### config.mk
export PLATFORM = sky130hd
export DESIGN_NAME = drir_front_flat
export DESIGN_NICKNAME = d
export VERILOG_FILES = /design/src/rtl/core/disc_ring_intensity_ratio_assert.svh /design/src/rtl/core/drir_pkg.sv /design/src/rtl/core/drir_if.sv /design/src/rtl/core/drir_front.sv /design/src/flat_wrapper.sv
export SDC_FILE = /design/constraint.sdc
export NUM_CORES = 1
export LEC_CHECK = 0
export BUFFER_PORTS_ARGS = -buffer_cell sky130_fd_sc_hd__buf_2
export CAP_MARGIN = 20
export CELL_PAD_IN_SITES_DETAIL_PLACEMENT = 0
export CELL_PAD_IN_SITES_GLOBAL_PLACEMENT = 1
export CORE_MARGIN = 10
export CORE_UTILIZATION = 51
export DETAILED_ROUTE_END_ITERATION = 10
export PLACE_DENSITY_LB_ADDON = 0.1
export SYNTH_ARGS = -nofsm -noshare
export SYNTH_HDL_FRONTEND = slang
export SYNTH_SLANG_ARGS = --single-unit
### constraint.sdc
create_clock -name clk -period 8.05 [get_ports clk]
set_input_delay 1.61 -clock clk [delete_from_list [all_inputs] [get_ports clk]]
set_output_delay 1.61 -clock clk [all_outputs]
set_load 0.02 [all_outputs]
### src/rtl/core/disc_ring_intensity_ratio_assert.svh
// Assertion macros for the disc ring intensity ratio block.
`ifndef DISC_RING_INTENSITY_RATIO_ASSERT_SVH
`define DISC_RING_INTENSITY_RATIO_ASSERT_SVH

// Same-cycle implication, sampled on clk and disabled during reset.
`define DRIR_ASSERT_IMP(label, ante, cons) \
    label: assert property (@(posedge clk) disable iff (!rst_n) (ante) |-> (cons)) \
        else $error("drir: same-cycle check failed");

// Next-cycle implication, sampled on clk and disabled during reset.
`define DRIR_ASSERT_NEXT(label, ante, cons) \
    label: assert property (@(posedge clk) disable iff (!rst_n) (ante) |=> (cons)) \
        else $error("drir: next-cycle check failed");

`endif

### src/rtl/core/drir_pkg.sv
package drir_pkg;

    localparam int COORD_BITS = 12;
    localparam int COUNT_BITS = 24;
    localparam int FRAC_BITS  = 4;

    localparam int CFG_W    = 16;
    localparam int MODE_W   = 2;
    localparam int PIX_W    = 8;
    localparam int SUM_W    = 32;
    localparam int SQ_W     = 40;
    localparam int METRIC_W = 32;
    localparam int STATUS_W = 2;
    localparam int QFRAC    = 16;

    localparam int POS_W  = COORD_BITS + FRAC_BITS;
    localparam int DIFF_W = (POS_W > CFG_W) ? POS_W : CFG_W;
    localparam int SQR_W  = 2 * DIFF_W;
    localparam int D2_W   = SQR_W + 1;
    localparam int R2_W   = 2 * CFG_W;
    localparam int CMP_W  = (D2_W > R2_W + 2) ? D2_W : R2_W + 2;

    localparam int SQRT_IN_W  = SQ_W + QFRAC;
    localparam int ROOT_W     = SQRT_IN_W / 2;
    localparam int SQRT_REM_W = ROOT_W + 3;
    localparam int SQRT_CNT_W = $clog2(ROOT_W + 1);

    localparam int TOP_W      = (SUM_W > ROOT_W) ? SUM_W : ROOT_W;
    localparam int PROD_W     = TOP_W + COUNT_BITS;
    localparam int DIV_STEPS  = METRIC_W;
    localparam int DIV_CNT_W  = $clog2(DIV_STEPS + 1);

    localparam int FIFO_DEPTH = 4;
    localparam int FIFO_AW    = 2;

    localparam int PADDR_W   = 4;
    localparam int PDATA_W   = 32;
    localparam int REG_IDX_W = 2;

    localparam logic [REG_IDX_W-1:0] REG_CENTER_X   = 2'd0;
    localparam logic [REG_IDX_W-1:0] REG_CENTER_Y   = 2'd1;
    localparam logic [REG_IDX_W-1:0] REG_RADIUS     = 2'd2;
    localparam logic [REG_IDX_W-1:0] REG_RATIO_MODE = 2'd3;

    localparam logic [1:0] REGION_NONE = 2'd0;
    localparam logic [1:0] REGION_DISC = 2'd1;
    localparam logic [1:0] REGION_RING = 2'd2;

    localparam logic [MODE_W-1:0] MODE_MEAN = 2'd0;
    localparam logic [MODE_W-1:0] MODE_RSS  = 2'd1;

    localparam logic [STATUS_W-1:0] STATUS_OK       = 2'd0;
    localparam logic [STATUS_W-1:0] STATUS_EMPTY    = 2'd1;
    localparam logic [STATUS_W-1:0] STATUS_NO_MODE  = 2'd2;
    localparam logic [STATUS_W-1:0] STATUS_ZERO_DEN = 2'd3;

    localparam logic [COUNT_BITS-1:0] COUNT_MAX = '1;
    localparam logic [METRIC_W-1:0]   Q_MAX     = '1;

    typedef struct packed {
        logic [CFG_W-1:0]  center_x;
        logic [CFG_W-1:0]  center_y;
        logic [R2_W-1:0]   r2;
        logic [MODE_W-1:0] mode;
    } cfg_t;

    typedef struct packed {
        logic [1:0]       region;
        logic [PIX_W-1:0] intensity;
        logic             last;
    } pix_entry_t;

    typedef struct packed {
        logic [COUNT_BITS-1:0] disc_count;
        logic [COUNT_BITS-1:0] ring_count;
        logic [SUM_W-1:0]      disc_sum;
        logic [SUM_W-1:0]      ring_sum;
        logic [SQ_W-1:0]       disc_sq;
        logic [SQ_W-1:0]       ring_sq;
    } acc_t;

endpackage

### src/rtl/core/drir_if.sv
interface drir_pix_if import drir_pkg::*; ();
    logic                  valid;
    logic                  ready;
    logic [COORD_BITS-1:0] pix_x;
    logic [COORD_BITS-1:0] pix_y;
    logic [PIX_W-1:0]      intensity;
    logic                  last_pixel;

    modport source (output valid, pix_x, pix_y, intensity, last_pixel, input ready);
    modport sink (input valid, pix_x, pix_y, intensity, last_pixel, output ready);
endinterface


### src/rtl/core/drir_front.sv
module drir_front import drir_pkg::*;
(
    input  logic       clk,
    input  logic       rst_n,
    drir_pix_if.sink   pix,
    input  cfg_t       cfg,
    output logic       ent_valid,
    input  logic       ent_ready,
    output pix_entry_t ent
);

    logic                s1_valid_reg;
    logic [DIFF_W-1:0]   s1_dx_reg;
    logic [DIFF_W-1:0]   s1_dy_reg;
    logic [PIX_W-1:0]    s1_int_reg;
    logic                s1_last_reg;

    logic                s2_valid_reg;
    logic [SQR_W-1:0]    s2_dx2_reg;
    logic [SQR_W-1:0]    s2_dy2_reg;
    logic [PIX_W-1:0]    s2_int_reg;
    logic                s2_last_reg;

    logic                s3_valid_reg;
    pix_entry_t          s3_ent_reg;

    logic                s1_adv;
    logic                s2_adv;
    logic                s3_adv;
    logic [DIFF_W-1:0]   px;
    logic [DIFF_W-1:0]   py;
    logic [DIFF_W-1:0]   cx;
    logic [DIFF_W-1:0]   cy;
    logic [DIFF_W-1:0]   dx;
    logic [DIFF_W-1:0]   dy;
    logic [CMP_W-1:0]    d2;
    logic [CMP_W-1:0]    r2;
    logic [CMP_W-1:0]    r2x4;
    logic [1:0]          region;

    assign s3_adv    = !s3_valid_reg || ent_ready;
    assign s2_adv    = !s2_valid_reg || s3_adv;
    assign s1_adv    = !s1_valid_reg || s2_adv;
    assign pix.ready = s1_adv;
    assign ent_valid = s3_valid_reg;
    assign ent       = s3_ent_reg;

    always_comb
    begin
        px = DIFF_W'(pix.pix_x) << FRAC_BITS;
        py = DIFF_W'(pix.pix_y) << FRAC_BITS;
        cx = DIFF_W'(cfg.center_x);
        cy = DIFF_W'(cfg.center_y);
        dx = (px >= cx) ? px - cx : cx - px;
        dy = (py >= cy) ? py - cy : cy - py;
    end

    always_comb
    begin
        d2   = CMP_W'(s2_dx2_reg) + CMP_W'(s2_dy2_reg);
        r2   = CMP_W'(cfg.r2);
        r2x4 = r2 << 2;
        if (d2 < r2)
        begin
            region = REGION_DISC;
        end
        else if (d2 < r2x4)
        begin
            region = REGION_RING;
        end
        else
        begin
            region = REGION_NONE;
        end
    end

    always_ff @(posedge clk or negedge rst_n)
    begin
        if (!rst_n)
        begin
            s1_valid_reg <= 1'b0;
            s2_valid_reg <= 1'b0;
            s3_valid_reg <= 1'b0;
        end
        else
        begin
            if (s1_adv)
            begin
                s1_valid_reg <= pix.valid;
            end
            if (s2_adv)
            begin
                s2_valid_reg <= s1_valid_reg;
            end
            if (s3_adv)
            begin
                s3_valid_reg <= s2_valid_reg;
            end
        end
    end

    always_ff @(posedge clk)
    begin
        if (s1_adv)
        begin
            s1_dx_reg   <= dx;
            s1_dy_reg   <= dy;
            s1_int_reg  <= pix.intensity;
            s1_last_reg <= pix.last_pixel;
        end
        if (s2_adv)
        begin
            s2_dx2_reg  <= SQR_W'(s1_dx_reg) * SQR_W'(s1_dx_reg);
            s2_dy2_reg  <= SQR_W'(s1_dy_reg) * SQR_W'(s1_dy_reg);
            s2_int_reg  <= s1_int_reg;
            s2_last_reg <= s1_last_reg;
        end
        if (s3_adv)
        begin
            s3_ent_reg.region    <= region;
            s3_ent_reg.intensity <= s2_int_reg;
            s3_ent_reg.last      <= s2_last_reg;
        end
    end

endmodule

### src/flat_wrapper.sv
// flat-port wrapper written by rule: the top's interface ports become plain ports
module drir_front_flat import drir_pkg::*;
  (clk, rst_n, cfg, ent_valid, ent_ready, ent, pix_valid, pix_pix_x, pix_pix_y, pix_intensity, pix_last_pixel, pix_ready);
  drir_pix_if pix_i ();
  input  logic clk;
  input  logic rst_n;
  input  cfg_t cfg;
  output logic ent_valid;
  input  logic ent_ready;
  output pix_entry_t ent;
  input wire logic [$bits(pix_i.valid)-1:0] pix_valid;
  input wire logic [$bits(pix_i.pix_x)-1:0] pix_pix_x;
  input wire logic [$bits(pix_i.pix_y)-1:0] pix_pix_y;
  input wire logic [$bits(pix_i.intensity)-1:0] pix_intensity;
  input wire logic [$bits(pix_i.last_pixel)-1:0] pix_last_pixel;
  output wire logic [$bits(pix_i.ready)-1:0] pix_ready;
  assign pix_i.valid = pix_valid;
  assign pix_i.pix_x = pix_pix_x;
  assign pix_i.pix_y = pix_pix_y;
  assign pix_i.intensity = pix_intensity;
  assign pix_i.last_pixel = pix_last_pixel;
  assign pix_ready = pix_i.ready;
  drir_front u_core (.clk(clk), .rst_n(rst_n), .pix(pix_i), .cfg(cfg), .ent_valid(ent_valid), .ent_ready(ent_ready), .ent(ent));
endmodule
==> metrics.cfg, run 1 <==
[critical_path]
reg2reg_slack_ns = 0.88
crit_path_max_incr_delay_ns = 0.81
cp_max_fo = 13
arrival_ns = 7.36
cp-start-kind = flip-flop
required_ns = 8.24
cpMaxStageDelayCell = edfxtp_1
cp_cell_sequence = inv_1 -> nor2_1 -> ha_1 -> xor2_1 -> fa_1 -> inv_1 -> fa_1 -> fa_1 -> fa_1 -> inv_1 -> fa_1 -> inv_1 -> ha_1 -> nand2_1 -> o21ai_1 -> or4_1 -> o2111ai_1 -> a31oi_2 -> a311o_1 -> a221oi_1 -> o21bai_1 -> xnor2_1
endpoint_kind = flip-flop
critical_path_class = reg -> reg
crit_top_cell = fa_1

[clock_network]
cts_hold_buffers = 0
insertion_delay_ns = 0.44
cts_made_buffers = 17
root_buffer = clkbuf_16
cts.path.max_buffers = 2
cts_setup_buffers = 0
cts_resized = 0
cts_tree = done
clock-sinks = 126
clk_pin_slew_ns = 0.06
ctsHtreeMaxLevel = 4

[logic_synthesis]
synth_top_area_frac = 0.284
yosys_most_used_dff = edfxtp_1
syn-num-nets = 3230
ys_seq_area_frac = 0.163
syn_area_per_cell_um2 = 9.41
yosys.area_share.simple = 0.106
synth.distinct_cells = 71
synth_top_family_by_area = adder cells
synth_edf_count = 123
yosysWarningCount = 0
synthMuxAreaShare = 0.00844
synthXorXnorAreaFrac = 0.0458
ys_async_sr_fraction = 0.0238
yosysTopAreaCell = fa_1
synth.most_common_cell = inv_1
synth_adder_area_share = 0.469
netlist_top_cells_count = 604 x inv_1, 342 x ha_1, 328 x fa_1, 199 x nand2_1, 123 x edfxtp_1
synthCells = 2457
ys_top_cells_by_area = fa_1 28%, ha_1 19%, edfxtp_1 16%
synth_area_um2 = 23100
synth_compound_area_frac = 0.101
ys_ff_latch = 126

[grt]
grt_usage = 0.195
antenna_found_initial = 4
grt_pass1_wl_um = 85400
grt_pass1_vias = 17500
overflow = 0
grt_max_degree = 72

[detailed_routing]
vias_per_cell = 5.24
drt_first_pass_iters = 8
wire_per_inst_um = 16.0
drt_iter0_drc = 736
drtAntennaViolNets = 0
totalWireLength_um = 50500
drcViolationCount = 0
vias = 16500

[die]
die_w_um = 233
die_h_um = 233
rows = 77
ios = 116
die_area_um2 = 54200
initial_utilization = 0.519
core_um2 = 44500

[timing]
slew_headroom = 0.327
fin_crit_ns = 7.17
clock_skew_ns = 0.0139
slew_violations = 0
setup_viol = 0
worst_slew_pin_slew_ns = 1.01
finalHoldViolCount = 0
max_freq_mhz = 140
rsz0062_at_grt = false
period_share = 0.890
finalSetupTns_ns = 0

[layout]
area_growth_pct = 7.65
fillers = 4104
final_nets = 3321
drive_gt1_frac = 0.0715
multi_input_area_um2 = 16900
seq_area_um2 = 3770

[run_status]
status = finished clean

[job]
maxCapViolCount = 0

[place]
gp_congestion = 0.869
hpwl_um = 42500
io_buffers = 113

[hold_path]
min_path_type = reg -> reg

## stage by stage
step	worst slack (ns)	std cells	utilization	instance area (um^2)	hold slack (ns)
final	0.882	3157	0.559	24900	0.413
after global placement	1.01	3121	0.546	24300	0.401
after floorplan	1.68	2457	-	23100	0.400
after detailed placement	0.928	3121	0.546	24300	0.405
after CTS	0.900	3153	0.559	24900	0.419
after global routing	0.474	3154	0.559	24900	0.421
## critical path: cells and delay by family (launching register included)
| family | cells | cell delay [ns] |
|---|---|---|
| AND/OR/NAND/NOR | 3 | 0.78 |
| flip-flops | 1 | 0.81 |
| AO/OA/AOI/OAI | 6 | 1.41 |
| XOR/XNOR | 2 | 0.33 |
| buffers and inverters | 4 | 0.48 |
| adder cells (fa/ha/maj) | 7 | 3.11 |
## cell type report
| cell class | count | share of cell area |
|---|---|---|
| Multi-Input combinational cell | 1676 | 0.678 |
| Sequential cell | 126 | 0.151 |
| Clock inverter | 13 | 0.00573 |
| Inverter | 604 | 0.0911 |
| Antenna cell | 4 | 0.000402 |
| Clock buffer | 19 | 0.0174 |
| Timing Repair Buffer | 123 | 0.0257 |
| Tap cell | 592 | 0.0298 |
## logic make-up after synthesis
logic type / Yosys count
fa+ha+maj: 670
mux: 18
compound gates: 348
buf+inv: 655
xor+xnor: 121
simple gates: 519
flops: 126
## cell usage in the layout, fill, tap and decap left out, drive strengths merged, types with 17 or more instances in the layout
| master | count |
|---|---|
| inv | 606 |
| ha | 342 |
| fa | 328 |
| nand2 | 200 |
| edfxtp | 123 |
| buf | 123 |
| nor2 | 103 |
| a21oi | 94 |
| and2 | 83 |
| xnor2 | 82 |
| a21o | 63 |
| o21ai | 61 |
| xor2 | 39 |
| nand3 | 28 |
| nor3 | 20 |
| nor2b | 20 |
| clkbuf | 19 |
| nand2b | 17 |
## worst paths after layout
kind                                       from  depth (start not counted)                    end
max                         u_core.s1_dx_reg[3]                         22  u_core.s2_dx2_reg[31]
min in group asynchronous                 rst_n                          1    u_core.s1_valid_reg
min                        u_core.s2_int_reg[7]                          0          u_core.ent[8]
min reg2reg                u_core.s2_int_reg[7]                          0          u_core.ent[8]
max in group asynchronous                 rst_n                          1       u_core.ent_valid
max reg2reg                 u_core.s1_dx_reg[3]                         22  u_core.s2_dx2_reg[31]
## routing by layer
layer | vias up | routed length (um) | global-route usage
li1 | 8017 | - | -
met1 | 8099 | 23400 | 0.265
met2 | 354 | 23600 | 0.319
met3 | 52 | 2570 | 0.0353
met4 | 6 | 775 | 0.0459
met5 | - | 40 | 0
Power of run 1 is left out: the tool's default activity adds up to more than one toggle a clock period on the data nets, which glitch-free logic cannot reach.
==> run 2: changes to the inputs <==
--- a/config.mk
+++ b/config.mk
@@ -12,6 +12,7 @@
 export CORE_MARGIN = 10
 export CORE_UTILIZATION = 51
 export DETAILED_ROUTE_END_ITERATION = 10
+export MAX_ROUTING_LAYER = met4
 export PLACE_DENSITY_LB_ADDON = 0.1
 export SYNTH_ARGS = -nofsm -noshare
 export SYNTH_HDL_FRONTEND = slang
==> run 2 against run 1 <==
  * Final cell count hardly changed
  * Global-route usage increased by 0.39 points
  * Sequential share of layout area is essentially flat
  * First-iteration DRC count rose by 13%
  * Register-to-register slack improved by 0.04 ns
  * Core utilization barely moved
  * Worst hold slack better by 0.0029 ns
  * Worst setup slack improved by 0.036 ns
  * Via count is essentially flat
  * Count of clock-buffer cells in the layout is 1 higher
  * Fmax grew 0.50%
  * Critical path type unchanged
==> metrics.cfg, run 2 (synthesis results as in run 1) <==
[critical_path]
arrival_ns = 7.32  ; -0.04 ns
r2r-end = u_core.s2_dx2_reg[31]
cp_max_fo = 13  ; unchanged
required_ns = 8.24  ; about the same
endpoint_kind = flip-flop
reg2reg_slack_ns = 0.92  ; +0.04 ns
critical_path_class = reg -> reg
timing.rr.start = u_core.s1_dx_reg[3]
reg2reg_depth = 22  ; unchanged
cp-start-kind = flip-flop

[detailed_routing]
vias = 16500  ; -0.079%
totalWireLength_um = 50200  ; -0.60%
drtAntennaViolNets = 0  ; unchanged
drt_first_pass_iters = 5  ; -3
drcViolationCount = 0  ; unchanged
wire_per_inst_um = 15.9  ; -0.63%
drt_iter0_drc = 831  ; +13%
vias_per_cell = 5.23  ; -0.11%

[die]
core_um2 = 44500  ; unchanged
die_h_um = 233  ; unchanged
rows = 77  ; unchanged
die_w_um = 233  ; unchanged
die_area_um2 = 54200  ; unchanged
ios = 116  ; unchanged
initial_utilization = 0.519  ; unchanged

[layout]
drive_gt1_frac = 0.0718  ; +0.000390
area_growth_pct = 7.63  ; about the same
final_cell_mix = 604 x inv_1, 342 x ha_1, 328 x fa_1
final_nets = 3321  ; unchanged
final_common_cell = inv_1

[timing]
max_freq_mhz = 140  ; +0.50%
slew_violations = 0  ; unchanged
setup_viol = 0  ; unchanged
fin_crit_ns = 7.13  ; -0.0360 ns
slew_headroom = 0.332  ; +0.00522
worst_slew_pin_slew_ns = 0.999  ; -0.00780 ns
finalSetupTns_ns = 0  ; unchanged
clock_skew_ns = 0.0127  ; -0.00123 ns
period_share = 0.886  ; -0.00447
finalHoldViolCount = 0  ; unchanged
rsz0062_at_grt = false

[grt]
grt_usage = 0.199  ; +0.00391
antenna_found_initial = 2  ; -2
grt_pass1_wl_um = 84500  ; -1.1%
overflow = 0  ; unchanged
grt_max_degree = 63  ; -13%
grt_pass1_vias = 17700  ; +0.70%

[clock_network]
clock-sinks = 126  ; unchanged
cts_setup_buffers = 0  ; unchanged
clk_pin_slew_ns = 0.06  ; about the same
cts_resized = 0  ; unchanged
cts_made_buffers = 17  ; unchanged
insertion_delay_ns = 0.43  ; about the same
root_buffer = clkbuf_16
ctsHtreeMaxLevel = 4  ; unchanged
cts_hold_buffers = 0  ; unchanged
cts.path.max_buffers = 2  ; unchanged
cts_tree = done

[job]
maxCapViolCount = 0  ; unchanged

[hold_path]
whs_path_depth = 0  ; unchanged
min_path_type = reg -> reg
hold_path_end = u_core.ent[7]
hold_path.startpoint = u_core.s2_int_reg[6]

[place]
hpwl_um = 42400  ; -0.38%
io_buffers = 113  ; unchanged
gp_congestion = 0.873  ; +0.44%

[run_status]
status = finished clean

==> run 2: how the worst max path moves through the flow <==
| stage | start | to | slack (ns) | cells after the start |
|---|---|---|---|---|
| after global placement | u_core.s1_dx_reg[3] | u_core.s2_dx2_reg[31] | 0.99 | 22 |
| after floorplan | u_core.s1_dx_reg[4] | u_core.s2_dx2_reg[28] | 1.68 | 22 |
| after global routing | u_core.s1_dy_reg[5] | u_core.s2_dy2_reg[31] | 0.55 | 23 |
| final | u_core.s1_dx_reg[3] | u_core.s2_dx2_reg[31] | 0.92 | 22 |
| after detailed placement | u_core.s1_dx_reg[3] | u_core.s2_dx2_reg[31] | 0.99 | 22 |
| after CTS | u_core.s1_dx_reg[3] | u_core.s2_dx2_reg[31] | 0.95 | 22 |
==> run 2: per-layer routing <==
metal / routed length, um / global-route usage / vias up / part of all wire
met5: 0 / - / - / 0
met4: 702 / 0.0444 / 0 / 0.014
met3: 2200 / 0.0296 / 50 / 0.044
met2: 23400 / 0.318 / 307 / 0.47
met1: 23900 / 0.264 / 8124 / 0.48
li1: - / - / 8034 / -
==> run 2: layout make-up <==
class | instances | area (um^2)
clock buffer | 20 | 457
timing repair buffer | 123 | 641
sequential | 126 | 3770
multi-input combinational | 1676 | 16900
antenna | 5 | 12.5
inverter | 604 | 2270
tap | 592 | 741
fill | 4059 | 19600
clock inverter | 12 | 111
==> run 2: per-stage QoR <==
| stage | cell area [um^2] | cells | hold slack (ns) | setup slack [ns] | utilization |
|---|---|---|---|---|---|
| floorplan | 23100 | 2457 | 0.400 | 1.68 | - |
| global placement | 24300 | 3121 | 0.400 | 0.989 | 0.546 |
| detailed placement | 24300 | 3121 | 0.405 | 0.987 | 0.546 |
| CTS | 24900 | 3153 | 0.416 | 0.954 | 0.559 |
| global route | 24900 | 3155 | 0.426 | 0.554 | 0.559 |
| finish | 24900 | 3158 | 0.416 | 0.918 | 0.559 |
==> run 2: worst max-delay path, stage by stage (launching register included) <==
cell       delay, ns
edfxtp_1        0.81
inv_1           0.31
nor2_1          0.29
ha_1            0.30
xor2_1          0.19
fa_1            0.54
inv_1           0.05
fa_1            0.48
fa_1            0.50
fa_1            0.48
inv_1           0.04
fa_1            0.47
inv_1           0.05
ha_1            0.32
nand2_1         0.08
o21ai_1         0.10
or4_1           0.42
o2111ai_1       0.20
a31oi_2         0.23
a311o_1         0.46
a221oi_1        0.31
o21bai_1        0.12
xnor2_1         0.13
Power of run 2 is left out for the same reason.
==> run 3: changes to the inputs <==
--- a/config.mk
+++ b/config.mk
@@ -5,12 +5,13 @@
 export SDC_FILE = /design/constraint.sdc
 export NUM_CORES = 1
 export LEC_CHECK = 0
+export ABC_AREA = 1
 export BUFFER_PORTS_ARGS = -buffer_cell sky130_fd_sc_hd__buf_2
 export CAP_MARGIN = 20
 export CELL_PAD_IN_SITES_DETAIL_PLACEMENT = 0
 export CELL_PAD_IN_SITES_GLOBAL_PLACEMENT = 1
 export CORE_MARGIN = 10
-export CORE_UTILIZATION = 51
+export CORE_UTILIZATION = 49
 export DETAILED_ROUTE_END_ITERATION = 10
 export MAX_ROUTING_LAYER = met4
 export PLACE_DENSITY_LB_ADDON = 0.1
==> run 3 against run 2 <==
  * Final cell count up 19%
  * Register-to-register slack better by 0.87 ns
  * Largest cell class unchanged
  * Design area up 5.8%
  * Critical endpoint is now u_core.s2_dy2_reg[27]
  * Sequential share of layout area down 0.83 points
==> metrics.cfg, run 3 <==
[grt]
overflow = 0  ; unchanged
use_met1 = 0.259  ; -0.00591
grt_pass1_vias = 20200  ; +15%
met3_usage = 0.0252  ; -0.00439
top_usage_layer = met2
grt_usage = 0.202  ; +0.00273
grt_pass1_wl_um = 96500  ; +14%
grt_util_met2 = 0.336  ; +0.0184
grt_max_degree = 65  ; +3.2%
antenna_found_initial = 0  ; -2

[logic_synthesis]
yosys.area_share.simple = 0.147  ; +0.0408
synth.most_common_cell = inv_1
yosysWarningCount = 0  ; unchanged
synth_area_um2 = 24600  ; +6.5%
synthMuxAreaShare = 0.000457  ; -0.00799
syn_area_per_cell_um2 = 8.13  ; -14%
ys_top_cells_by_area = fa_1 27%, ha_1 17%, edfxtp_1 15%
yosysTopAreaCell = fa_1
synthCells = 3028  ; +23%
netlist_top_cells_count = 783 x inv_1, 611 x nand2_1, 342 x ha_1, 328 x fa_1, 170 x a21oi_1
synth_adder_area_share = 0.440  ; -0.0286
syn-num-nets = 3801  ; +18%
ys_ff_latch = 126  ; unchanged
synthXorXnorAreaFrac = 0.0458  ; about the same
synth_edf_count = 123  ; unchanged
ys_async_sr_fraction = 0.0238  ; unchanged
yosys_most_used_dff = edfxtp_1
synth_compound_area_frac = 0.0795  ; -0.0213
ys_seq_area_frac = 0.153  ; -0.00994
synth_top_family_by_area = adder cells
synth_top_area_frac = 0.267  ; -0.0173
synth.distinct_cells = 52  ; -27%

[clock_network]
cts_tree = done
ctsHtreeMaxLevel = 4  ; unchanged
cts.path.max_buffers = 2  ; unchanged
root_buffer = clkbuf_16
insertion_delay_ns = 0.46  ; +0.03 ns
clock-sinks = 126  ; unchanged
clk_pin_slew_ns = 0.06  ; about the same
cts_made_buffers = 17  ; unchanged
cts_hold_buffers = 0  ; unchanged
cts_setup_buffers = 0  ; unchanged
cts_resized = 0  ; unchanged

[timing]
worst_slew_pin_slew_ns = 0.930  ; -0.0690 ns
fin_ws_ns = 1.79  ; +0.874 ns
rsz0062_at_grt = false
finalSetupTns_ns = 0  ; unchanged
slew_headroom = 0.380  ; +0.0481
setup_viol = 0  ; unchanged
clock_skew_ns = 0.0103  ; -0.00243 ns
finalHoldViolCount = 0  ; unchanged
slew_violations = 0  ; unchanged
period_share = 0.777  ; -0.109
fin_crit_ns = 6.26  ; -0.874 ns
max_freq_mhz = 160  ; +14%

[layout]
fillers = 4884  ; +20%
diodes = 0  ; -5
multi_input_area_um2 = 17600  ; +4.0%
seq_area_um2 = 3770  ; unchanged
area_growth_pct = 6.94
final_common_cell = inv_1
drive_gt1_frac = 0.0590  ; -0.0128
final_nets = 3861  ; +16%
final_cell_mix = 782 x inv_1, 610 x nand2_1, 342 x ha_1
final_util = 0.527  ; -0.0321

[job]
maxCapViolCount = 0  ; unchanged

[detailed_routing]
drt_iter0_drc = 819  ; -1.4%
drt_first_pass_iters = 5  ; unchanged
totalWireLength_um = 55500  ; +11%
drtAntennaViolNets = 0  ; unchanged
wire_per_inst_um = 14.7  ; -7.5%
vias = 18900  ; +14%
vias_per_cell = 5.00  ; -4.4%
drcViolationCount = 0  ; unchanged

[die]
initial_utilization = 0.493  ; -0.0267
rows = 82  ; +6.5%
die_w_um = 244  ; +4.8%
die_h_um = 244  ; +4.8%
die_area_um2 = 59600  ; +9.9%
ios = 116  ; unchanged
core_um2 = 50000  ; +12%

[critical_path]
crit_path_max_incr_delay_ns = 0.87  ; +0.06 ns
critical-path-top-delay-family = adder cells
cpMaxStageDelayCell = edfxtp_1
crit_buf_inv = 5  ; +1
required_ns = 8.26  ; +0.02 ns
arrival_ns = 6.47  ; -0.85 ns
cp_cell_sequence = nand2_1 -> fa_1 -> inv_1 -> fa_1 -> inv_1 -> fa_1 -> inv_1 -> fa_1 -> fa_1 -> inv_1 -> fa_1 -> inv_1 -> ha_1 -> nand2_1 -> nor2_1 -> nand2_1 -> o21ai_1 -> nand3_1 -> nand2_1 -> nand2_1 -> nand3_1 -> nand2_1
endpoint_kind = flip-flop
cp-start-kind = flip-flop
cp_max_fo = 16  ; +3
critical_path_class = reg -> reg

[place]
place_ws_ns = 1.81  ; +0.820 ns
hpwl_um = 48200  ; +14%
io_buffers = 113  ; unchanged
gp_congestion = 0.908  ; +4.0%

[run_status]
status = finished clean

[hold_path]
min_path_type = reg -> reg

## run 3: cell count changes after synthesis, moves of 17 or more
cell	change
a21o_1	-47
a21oi_1	+76
and2_1	-82
inv_1	+179
nand2_1	+412
nand2b_1	-17
nand3_1	+45
nor2_1	+35
nor2b_1	-20
o21ai_0	+31
xnor2_1	-49
xor2_1	+55
## run 3: layer usage
layer / up-vias / share of wire
met5: - / 0
met4: 0 / 0.014
met3: 46 / 0.035
met2: 326 / 0.49
met1: 9067 / 0.47
li1: 9419 / -
## run 3: area by class of cell
cell class | instances | area share
clock buffers | 19 | 0.0172
clock inverters | 13 | 0.00618
flip-flops and latches | 126 | 0.143
multi-input cells | 2039 | 0.667
inverters | 789 | 0.112
repair buffers | 115 | 0.0221
well taps | 672 | 0.0319
## run 3: cell families after synthesis
logic type	count (synthesis)
DFF	126
muxes	1
adders and majority gates	670
and+or+nand+nor	892
buffers and inverters	863
xor gates and xnor gates	128
AOI/OAI and AO/OA	348
## run 3: path summary, 6_finish.rpt
kind | slack [ns] | end | from | cells after the start
worst max-delay path | 1.79 | u_core.s2_dy2_reg[27] | u_core.s1_dy_reg[9] | 22
worst min-delay path | 0.41 | u_core.ent[1] | u_core.s2_int_reg[0] | 0
worst max register to register | 1.79 | u_core.s2_dy2_reg[27] | u_core.s1_dy_reg[9] | 22
worst min register to register | 0.41 | u_core.ent[1] | u_core.s2_int_reg[0] | 0
max in group asynchronous | 7.00 | u_core.s2_valid_reg | rst_n | 1
min in group asynchronous | 0.94 | u_core.s1_valid_reg | rst_n | 1
## run 3: metrics by stage
step / std cells / hold slack [ns] / area (um^2)
3_3_place_gp: 3741 / 0.401 / 25700
2_1_floorplan: 3028 / 0.400 / 24600
5_1_grt: 3773 / 0.418 / 26300
4_1_cts: 3773 / 0.409 / 26300
3_5_place_dp: 3741 / 0.405 / 25700
6_report: 3773 / 0.412 / 26300
## run 3: worst register-to-register path, stage by stage (launching register included)
cell	delay (ns)
edfxtp_1	0.87
nand2_1	0.21
fa_1	0.57
inv_1	0.06
fa_1	0.50
inv_1	0.05
fa_1	0.48
inv_1	0.06
fa_1	0.50
fa_1	0.54
inv_1	0.05
fa_1	0.52
inv_1	0.04
ha_1	0.39
nand2_1	0.12
nor2_1	0.15
nand2_1	0.06
o21ai_1	0.37
nand3_1	0.13
nand2_1	0.12
nand2_1	0.09
nand3_1	0.07
nand2_1	0.05
Power of run 3 is left out for the same reason.
